==> src/rtl/tcw_pkg.sv <==
package tcw_pkg;

  // Port field widths.
  localparam int ROW_W  = 5;
  localparam int COL_W  = 7;
  localparam int CHAR_W = 8;
  localparam int ATTR_W = 8;
  localparam int CELL_W = 16;

  // Default screen geometry.
  localparam int DEF_SCREEN_COLS = 80;
  localparam int DEF_SCREEN_ROWS = 25;

  // Light grey on black, space character.
  localparam logic [CELL_W-1:0] BLANK_CELL   = 16'h0720;
  localparam logic [CHAR_W-1:0] NEWLINE_CODE = 8'd10;

  typedef enum logic [1:0] {
    OP_PUT    = 2'd0,
    OP_READ   = 2'd1,
    OP_CLEAR  = 2'd2,
    OP_SETCUR = 2'd3
  } op_t;

  // Request from the control logic to the sweep engine.
  typedef struct packed {
    logic go;
    logic clear_mode;
  } sweep_cmd_t;

  // Status from the sweep engine back to the control logic.
  typedef struct packed {
    logic active;
    logic finish;
  } sweep_stat_t;

endpackage

==> src/rtl/tcw_sweep.sv <==
module tcw_sweep #(
  parameter int SCREEN_COLS = tcw_pkg::DEF_SCREEN_COLS,
  parameter int SCREEN_ROWS = tcw_pkg::DEF_SCREEN_ROWS,
  parameter int AW          = $clog2(SCREEN_COLS * SCREEN_ROWS)
) (
  input  logic                        clk,
  input  logic                        rst,
  input  tcw_pkg::sweep_cmd_t         cmd,
  output tcw_pkg::sweep_stat_t        stat,
  output logic                        rd_en,
  output logic [AW-1:0]               rd_addr,
  input  logic [tcw_pkg::CELL_W-1:0]  rd_data,
  output logic                        wr_en,
  output logic [AW-1:0]               wr_addr,
  output logic [tcw_pkg::CELL_W-1:0]  wr_data
);

  localparam int CELLS = SCREEN_COLS * SCREEN_ROWS;
  localparam int KEEP  = (SCREEN_ROWS - 1) * SCREEN_COLS;
  localparam logic [AW-1:0] LAST_IDX = AW'(CELLS - 1);
  localparam logic [AW-1:0] KEEP_IDX = AW'(KEEP);
  localparam logic [AW-1:0] ROW_STEP = AW'(SCREEN_COLS);

  logic          active;
  logic          clear_mode;
  logic [AW-1:0] idx;
  logic          wr_pend;
  logic [AW-1:0] wr_idx;
  logic          wr_blank;
  logic          blank_now;

  // Cells below the kept region, and every cell of a clear, take the blank.
  assign blank_now = clear_mode || (idx >= KEEP_IDX);

  assign rd_en   = active && !blank_now;
  assign rd_addr = idx + ROW_STEP;

  // Write stage: runs in the cycle after the read, so copied data is the read result.
  assign wr_en   = wr_pend;
  assign wr_addr = wr_idx;
  assign wr_data = wr_blank ? tcw_pkg::BLANK_CELL : rd_data;

  assign stat.active = active || wr_pend;
  assign stat.finish = wr_pend && (wr_idx == LAST_IDX);

  always_ff @(posedge clk) begin
    if (rst) begin
      active  <= 1'b0;
      wr_pend <= 1'b0;
    end else begin
      wr_pend <= active;
      if (cmd.go) begin
        active     <= 1'b1;
        clear_mode <= cmd.clear_mode;
        idx        <= '0;
      end else if (active) begin
        if (idx == LAST_IDX) begin
          active <= 1'b0;
        end else begin
          idx <= idx + AW'(1);
        end
      end
    end
  end

  always_ff @(posedge clk) begin
    wr_idx   <= idx;
    wr_blank <= blank_now;
  end

endmodule

==> config.mk <==
export PLATFORM = sky130hd
export DESIGN_NAME = tcw_sweep
export DESIGN_NICKNAME = d
export VERILOG_FILES = /design/src/rtl/tcw_pkg.sv /design/src/rtl/tcw_sweep.sv
export SDC_FILE = /design/constraint.sdc
export NUM_CORES = 1
export LEC_CHECK = 0
export ABC_AREA = 1
export ABC_CLOCK_PERIOD_IN_PS = 2100
export BUFFER_PORTS_ARGS = -buffer_cell sky130_fd_sc_hd__buf_2
export CORE_UTILIZATION = 30
export DETAILED_ROUTE_END_ITERATION = 8
export PLACE_DENSITY = 0.54
export REMOVE_ABC_BUFFERS = 1
export SLEW_MARGIN = 20
export SYNTH_ARGS = -nofsm -noshare
export SYNTH_HDL_FRONTEND = slang
export SYNTH_SLANG_ARGS = --single-unit
==> constraint.sdc <==
create_clock -name clk -period 2.1 [get_ports clk]
set_input_delay 0.315 -clock clk [delete_from_list [all_inputs] [get_ports clk]]
set_output_delay 0.315 -clock clk [all_outputs]
set_load 0.005 [all_outputs]
==> After elaboration in Yosys (flattened, before gate mapping) <==
Cells that the tools add are included.
{ "op_classes": {"n_mul": 0, "order_cmp": 1, "n_eq_ne": 3, "shift": 0, "bitwise": 1, "div_mod_pow": 0, "mux": 6, "n_reduce_logical": 8, "addsub": 2} }
{ "ops": {"columns": ["operator", "n"], "rows": [
  ["$eq A11 B11 Y1 const B", 2],
  ["$mux W11", 2],
  ["$mux W16", 1],
  ["$add A11 B1 Y11 const B", 1],
  ["$add A11 B7 Y11 const B", 1],
  ["$ge A11 B11 Y1 const B", 1],
  ["$mux W1", 3],
  ["$reduce_and A3 Y1", 1],
  ["$logic_and A1 B1 Y1", 2],
  ["$logic_or A1 B1 Y1", 2],
  ["$ne A2 B2 Y1 const B", 1],
  ["$reduce_and A2 Y1", 1],
  ["$reduce_bool A2 Y1", 1],
  ["$logic_not A1 Y1", 1],
  ["$not A1 Y1", 1]
]} }
{ "totals": {"ram_bits": 0, "regBits": 26, "output_inout_bits": 42, "elab_cells": 27, "in_bits": 20, "mem_count": 0, "mem_bits_ro": 0, "latch_bits": 0} }

==> Longest topological paths before layout <==
Gate-level depths: netlist of run 1.
{ "logic_depth": {"word_depth": 4, "depth_mapped": 7, "ltp_nobuf": 7} }

==> Worst setup path before layout of run 1 <==
OpenSTA, ideal clock, no wires.
{ "synth_timing": {"path_kind": "reg-to-reg", "startpoint": "register idx[0]", "endpoint": "register idx[0], enable pin", "arrival_ns": 1.172, "t_required_ns": 1.738, "path_stages_with_launch": 7, "path_buffers": 0, "slack_ns": 0.566, "setup_ns": 0.362, "synth_period_minus_slack_ns": 1.534, "cell_sequence": "edfxtp_1 ha_1 nand3_1 nor2_1 nand2_1 nand2_2 o21ai_2"} }
{ "synth_via": {"elab_chain_len": 3} }
{ "synth_lines": {"columns": ["element", "line_no", "rtl"], "rows": [
  ["from (decl)", "tcw_sweep.sv:26", "logic [AW-1:0] idx;"],
  ["from (signal assigned)", "tcw_sweep.sv:60", "idx <= idx + AW'(1);"],
  ["$eq A11 B11 Y1", "tcw_sweep.sv:57", "if (idx == LAST_IDX) begin"],
  ["$ne A2 B2 Y1 (no source line)", null, null],
  ["$reduce_and A3 Y1 (no source line)", null, null]
]} }
Every way passes these cells.
A chain may end at the register's enable or synchronous reset.

==> Worst setup path after layout of run 1 <==
{ "layout_timing": {"startpoint": "register idx[4]", "endpoint": "output rd_addr[8]"} }
{ "layout_via": {"elab_chain_len": 1} }
{ "layout_lines": {"columns": ["element", "line_no", "rtl"], "rows": [
  ["$add A11 B7 Y11", "tcw_sweep.sv:36", "assign rd_addr = idx + ROW_STEP;"],
  ["to (decl)", "tcw_sweep.sv:11", "output logic [AW-1:0] rd_addr,"]
]} }
Every way passes these cells.

==> results.txt, run 1 <==
nets -> 229
initial antenna violation count -> 0
Initial DRC Count -> 20
critical path launch point type -> flip-flop
Period Utilization, post-route -> 84.8%
Post-DP Area -> 0.00159 mm^2
hold_buf cts -> 0
global route overflow -> 0
# IOs -> 62
clk root buf -> clkbuf_8
DIE HEIGHT -> 66.7 um
power per cell area -> 738 mW/mm^2
clk buf depth -> 2
row count -> 23
Static Leak -> 0.000849 uW
ant diodes -> 0
crit-path max cell delay -> 0.47 ns
via count -> 1,094
outcome -> finished clean
Fmax -> 0.561 GHz
CTS tree -> done
final setup skew -> 0.00132 ns
vias in the first global route -> 941
relative slew slack -> 61.4%
routability cong. -> 0.699
DR pass1 iterations -> 4
area grow syn2layout -> 32.3%
slowest stage cell, crit path -> edfxtp_1
drt total wl -> 2.66 mm
share of cells above drive strength 1 -> 39.2%
post-route cell area -> 0.00166 mm^2
final hold vios -> 0
post-synthesis sequential area ratio -> 51.0%
Synth cell types -> 22
DPL Wire Length -> 2.14 mm
Tot GR Track Use -> 12.3%
max_cap viols -> 0
Clock Latency Late Sink -> 0.27 ns
Initial Utilization -> 31.4%
WL/cell -> 10.5 um
flops & latches, synth -> 26
post-layout min period -> 1.78 ns
Via density -> 4.31
Hold Worst Slack -> 0.221 ns
Final Slew Violations -> 0
Worst-Margin Slew -> 0.579 ns
Tot Pwr -> 1230 uW
Worst-path clk slew -> 0.09 ns
Die Width -> 66.7 um
worst-path fanout max -> 5
post-CTS setup buffers -> 0
WS Path Type -> flip-flop to primary output
kind of end point of the critical path -> primary output
Core ar. -> 0.00400 mm^2
final worst setup slack -> 0.319 ns
final setup violating endpoints -> 0
IO buf count -> 61
H-tree Lvls -> 1
Syn Inst Count -> 144
total CTS buffers -> 3
RSZ-0062 raised after global routing -> no
dpl ws -> 0.398 ns
first-pass GRT wire length -> 4.01 mm
Final TNS setup -> 0 ns
Ys Warns -> 0
Fillers -> 403
Resized cells post-CTS -> 0
VDD IR max -> 441 uV
DRT antenna net count -> 0
DIE AREA -> 0.00445 mm^2
syn avg cell area -> 8.71 um^2
Crit path required time -> 1.78 ns
worst endpoint data arrival time -> 1.47 ns
pin count of the biggest net entering global routing -> 17
crit-path cells -> ha_1 -> inv_1 -> nand2_1 -> nand2_1 -> xnor2_1 -> buf_2
crit-path most repeated cell -> nand2_1
clock sink total -> 26
detailed-route DRC error count -> 0
Mapped Area -> 0.00125 mm^2
HP Class -> input port to flip-flop
## metal layers
layer / track usage (%) / vias to the layer above / wire length [um] / part of all wire, %
li1: - / 563 / - / -
met1: 14.5 / 477 / 1180 / 44
met2: 22.0 / 50 / 1230 / 46
met3: 2.23 / 4 / 217 / 8.2
met4: 4.79 / 0 / 28 / 1.1
met5: 0 / - / 0 / 0
## state kept, by name (all words and copies together) (netlist names)
name and cells:
wr_addr 11, idx 11, wr_blank 1, active 1, wr_en 1, clear_mode 1
## power by group
group          internal, uW  switching (uW)
sequential              578            42.9
combinational          95.8            97.4
clock                   255             156
## through the flow
stage,std cells,util (%)
after CTS,254,41.5
after global routing,254,41.5
after floorplan,139,-
after global placement,250,39.7
after detailed placement,250,39.7
final,254,41.5
## cells in the final DEF, fill, tap and decap left out, drive strengths merged
master,netlist,layout
buf,4,61
nor2,32,32
inv,26,26
nand2,19,19
dfxtp,14,14
edfxtp,12,12
a21oi,7,7
or2,6,6
xnor2,4,4
nand3,4,4
ha,4,4
o21ai,4,4
nand4,3,3
clkbuf,1,3
xor2,2,2
nor3,2,2
bufinv,0,1
## synth_stat cells
master	number	share of area [%]
nor2_1	27	8.1
inv_1	26	7.8
nand2_1	17	5.1
dfxtp_1	14	22
edfxtp_1	12	29
a21oi_1	7	2.8
or2_2	5	2.5
buf_4	4	2.4
ha_1	4	4.0
nand3_1	4	1.6
xnor2_1	4	2.8
nand4_1	3	1.5
nor2_4	3	2.7
nor2_2	2	1.0
nor3_1	2	0.80
o21ai_0	2	0.80
o21ai_2	2	1.4
xor2_1	2	1.4
clkbuf_1	1	0.30
nand2_2	1	0.50
nand2_4	1	0.90
or2_4	1	0.70
## layout make-up
type | instances | area, um^2 | area share [%]
Timing Repair Buffer | 61 | 305 | 18.4
Inverter | 26 | 97.6 | 5.88
Clock buffer | 3 | 41.3 | 2.49
Tap cell | 50 | 62.6 | 3.77
Clock inverter | 1 | 30.0 | 1.81
Sequential cell | 26 | 641 | 38.6
Multi-Input combinational cell | 87 | 483 | 29.1
## final timing paths
check                                          start                   end  slack, ns  cells after the start
worst max-delay path            idx[4]$_SDFFCE_PP0P_            rd_addr[8]       0.32                      6
worst min-delay path                          cmd[0]  clear_mode$_DFFE_PP_       0.22                      1
worst max register to register  idx[0]$_SDFFCE_PP0P_  idx[9]$_SDFFCE_PP0P_       0.38                      6
worst min register to register  idx[1]$_SDFFCE_PP0P_    wr_addr[1]$_DFF_P_       0.45                      0
## worst max-delay path, delay by kind of cell (launching register included)
kind	cells	cell delay (ns)
flops	1	0.47
fa+ha+maj	1	0.25
buf+inv	2	0.20
simple gates	2	0.17
xor+xnor	1	0.11
## cell families after synthesis
group / Yosys count / synth area share, %
buffers and inverters: 31 / 10.5
AND/OR/NAND/NOR: 66 / 25.3
flip-flops: 26 / 51.0
XOR/XNOR: 6 / 4.19
AO/OA/AOI/OAI: 11 / 4.99
adder cells (fa/ha/maj): 4 / 3.99
(Power assumes the default switching activity.)
==> run 2, diff against run 1 <==
--- a/config.mk
+++ b/config.mk
@@ -6,11 +6,11 @@
 export NUM_CORES = 1
 export LEC_CHECK = 0
 export ABC_AREA = 1
-export ABC_CLOCK_PERIOD_IN_PS = 2100
+export ABC_CLOCK_PERIOD_IN_PS = 1500
 export BUFFER_PORTS_ARGS = -buffer_cell sky130_fd_sc_hd__buf_2
 export CORE_UTILIZATION = 30
 export DETAILED_ROUTE_END_ITERATION = 8
-export PLACE_DENSITY = 0.54
+export PLACE_DENSITY = 0.56
 export REMOVE_ABC_BUFFERS = 1
 export SLEW_MARGIN = 20
 export SYNTH_ARGS = -nofsm -noshare
==> constraint.sdc (replaced) <==
create_clock -name clk -period 1.5 [get_ports clk]
set_input_delay 0.225 -clock clk [delete_from_list [all_inputs] [get_ports clk]]
set_output_delay 0.225 -clock clk [all_outputs]
set_load 0.005 [all_outputs]
==> run 2 against run 1 <==
The flow now finishes with violations (negative setup slack); critical path depth is the same; clock power grew 11%; die area is the same; via count grew 8.6%; utilization grew 5.2 points; clock-buffer cell count grew 1; global-route usage grew 1.7 points; flip-flop and latch count is the same; sequential share of layout area shrank 4.2 points; combinational power grew 96%.
==> results.txt, run 2 (synthesis results as in run 1) <==
global route overflow -> 0 (unchanged)
DR pass1 iterations -> 4 (unchanged)
DIE HEIGHT -> 66.7 um (unchanged)
max_cap viols -> 0 (unchanged)
initial antenna violation count -> 0 (unchanged)
final setup skew -> 0.00157 ns (+0.000257 ns)
Fillers -> 398 (-1.2%)
WL/cell -> 11.1 um (+6.4%)
Hold Worst Slack -> 0.138 ns (-0.0837 ns)
commonest non-fill, non-tap cell in the layout -> buf_2
post-layout min period -> 1.57 ns
power per cell area -> 903 mW/mm^2 (+22%)
Seq pwr share -> 50.6% (about the same)
CTS tree -> done
Worst-path clk slew -> 0.09 ns (about the same)
worst endpoint data arrival time -> 1.35 ns (-0.12 ns)
Post-DP Area -> 0.00168 mm^2 (+6.0%)
nets -> 248 (+8.3%)
Die Width -> 66.7 um (unchanged)
clk buf depth -> 2 (unchanged)
WS Path Type -> flip-flop to primary output
HP Class -> input port to flip-flop
Tot Pwr -> 1690 uW (+38%)
share of cells above drive strength 1 -> 49.8% (+11 points)
IO buf count -> 61 (unchanged)
Initial Utilization -> 31.4% (unchanged)
drt total wl -> 3.04 mm (+14%)
Clock Latency Late Sink -> 0.27 ns (about the same)
DPL Wire Length -> 2.32 mm (+8.6%)
FF+latch area -> 642 um^2 (+0.20%)
via count -> 1,188 (+8.6%)
Multi-input gate area -> 547 um^2 (+13%)
kind of end point of the critical path -> primary output
clk root buf -> clkbuf_8
Via density -> 4.35 (+1.0%)
worst-path fanout max -> 3 (-2)
internal power contribution -> 1240 uW (+34%)
DIE AREA -> 0.00445 mm^2 (unchanged)
vias in the first global route -> 1,036 (+10%)
H-tree Lvls -> 1 (unchanged)
Worst-Margin Slew -> 0.245 ns (-0.334 ns)
final hold vios -> 0 (unchanged)
Psw -> 447 uW (+51%)
final setup violating endpoints -> 17 (+17)
most frequent cells in the layout -> 61 x buf_2, 26 x nor2_1, 25 x inv_1
final worst setup slack -> -0.0719 ns (-0.391 ns)
Initial DRC Count -> 15 (-25%)
relative slew slack -> 83.7% (+22 points)
detailed-route DRC error count -> 0 (unchanged)
Core ar. -> 0.00400 mm^2 (unchanged)
total CTS buffers -> 3 (unchanged)
DRT antenna net count -> 0 (unchanged)
routability cong. -> 0.792 (+13%)
sw frac -> 26.5% (+2.3 points)
Crit path required time -> 1.27 ns (-0.51 ns)
critical path launch point type -> flip-flop
row count -> 23 (unchanged)
Gate power share -> 22.4% (+6.6 points)
Fmax -> 0.636 GHz
pin count of the biggest net entering global routing -> 17 (unchanged)
# IOs -> 62 (unchanged)
clock power share -> 26.9% (-6.6 points)
ant diodes -> 0 (unchanged)
outcome -> finished with violations
failing checks -> negative setup slack
area grow syn2layout -> 48.9%
VDD IR max -> 430 uV (-2.6%)
RSZ-0062 raised after global routing -> yes
post-route cell area -> 0.00187 mm^2 (+13%)
Tot GR Track Use -> 14.1% (+1.7 points)
Period Utilization, post-route -> 105%
clock sink total -> 26 (unchanged)
Final Slew Violations -> 0 (unchanged)
first-pass GRT wire length -> 4.54 mm (+13%)
Static Leak -> 0.000967 uW (+14%)
==> run 2: cell count changes in the layout (fill, tap and decap cells not counted), moves of 2 or more <==
| cell | before | now |
|---|---|---|
| nand2_1 | 17 | 13 |
| nand2_4 | 1 | 4 |
| buf_4 | 0 | 17 |
| ha_1 | 4 | 2 |
| ha_2 | 0 | 2 |
| xnor2_2 | 0 | 2 |
| xnor2_1 | 4 | 2 |
==> run 2: area by class of cell <==
| type | instances | area share, % |
|---|---|---|
| repair buffers | 80 | 24.8 |
| flip-flops and latches | 26 | 34.4 |
| multi-input cells | 87 | 29.3 |
| inverters | 26 | 5.22 |
| well taps | 50 | 3.35 |
| clock buffers | 4 | 2.95 |
==> run 2: what timing repair did <==
action	CTS	global route
buffers inserted	4	4
hold buffers	0	0
gates resized for setup	7	11
pin swaps	7	2
endpoints found under the setup margin	6	21
==> run 2: power groups by stage <==
stage | Clock, uW | Combinational (uW) | Sequential (uW)
floorplan | 0 | 136 | 877
global placement | 0 | 328 | 873
detailed placement | 0 | 328 | 874
CTS | 461 | 352 | 855
global route | 486 | 423 | 864
finish | 455 | 378 | 855
==> run 2: per-stage QoR <==
| stage | util [%] | TNS, ns | setup WS, ns | instances |
|---|---|---|---|---|
| after floorplan | - | -0.602 | -0.0547 | 139 |
| after detailed placement | 42.1 | 0 | 0.0609 | 261 |
| after CTS | 44.7 | -0.505 | -0.0734 | 269 |
| after global placement | 42.1 | 0 | 0.0780 | 261 |
| final | 46.7 | -0.367 | -0.0719 | 273 |
| after global routing | 46.7 | -2.00 | -0.153 | 273 |
==> run 2: worst paths after layout <==
kind	slack, ns	cells past startpoint	endpoint	startpoint
setup / recovery	-0.07	6	rd_addr[10]	idx[5]$_SDFFCE_PP0P_
hold / removal	0.14	1	clear_mode$_DFFE_PP_	cmd[0]
setup reg to reg	-0.01	9	idx[7]$_SDFFCE_PP0P_	idx[5]$_SDFFCE_PP0P_
hold reg to reg	0.47	1	wr_blank$_DFF_P_	clear_mode$_DFFE_PP_
==> run 2: worst max-delay path, stage by stage (launching register included) <==
cell and delay [ns]:
edfxtp_1 0.43, ha_2 0.21, inv_2 0.07, nand2_4 0.07
nand2_4 0.07, xnor2_2 0.10, buf_2 0.12
==> run 2: per-layer routing <==
metal | vias up | part of all wire, % | GRT usage [%]
li1 | 596 | - | -
met1 | 536 | 41 | 15.5
met2 | 51 | 49 | 25.6
met3 | 5 | 8.4 | 2.74
met4 | 0 | 1.6 | 6.38
met5 | - | 0 | 0
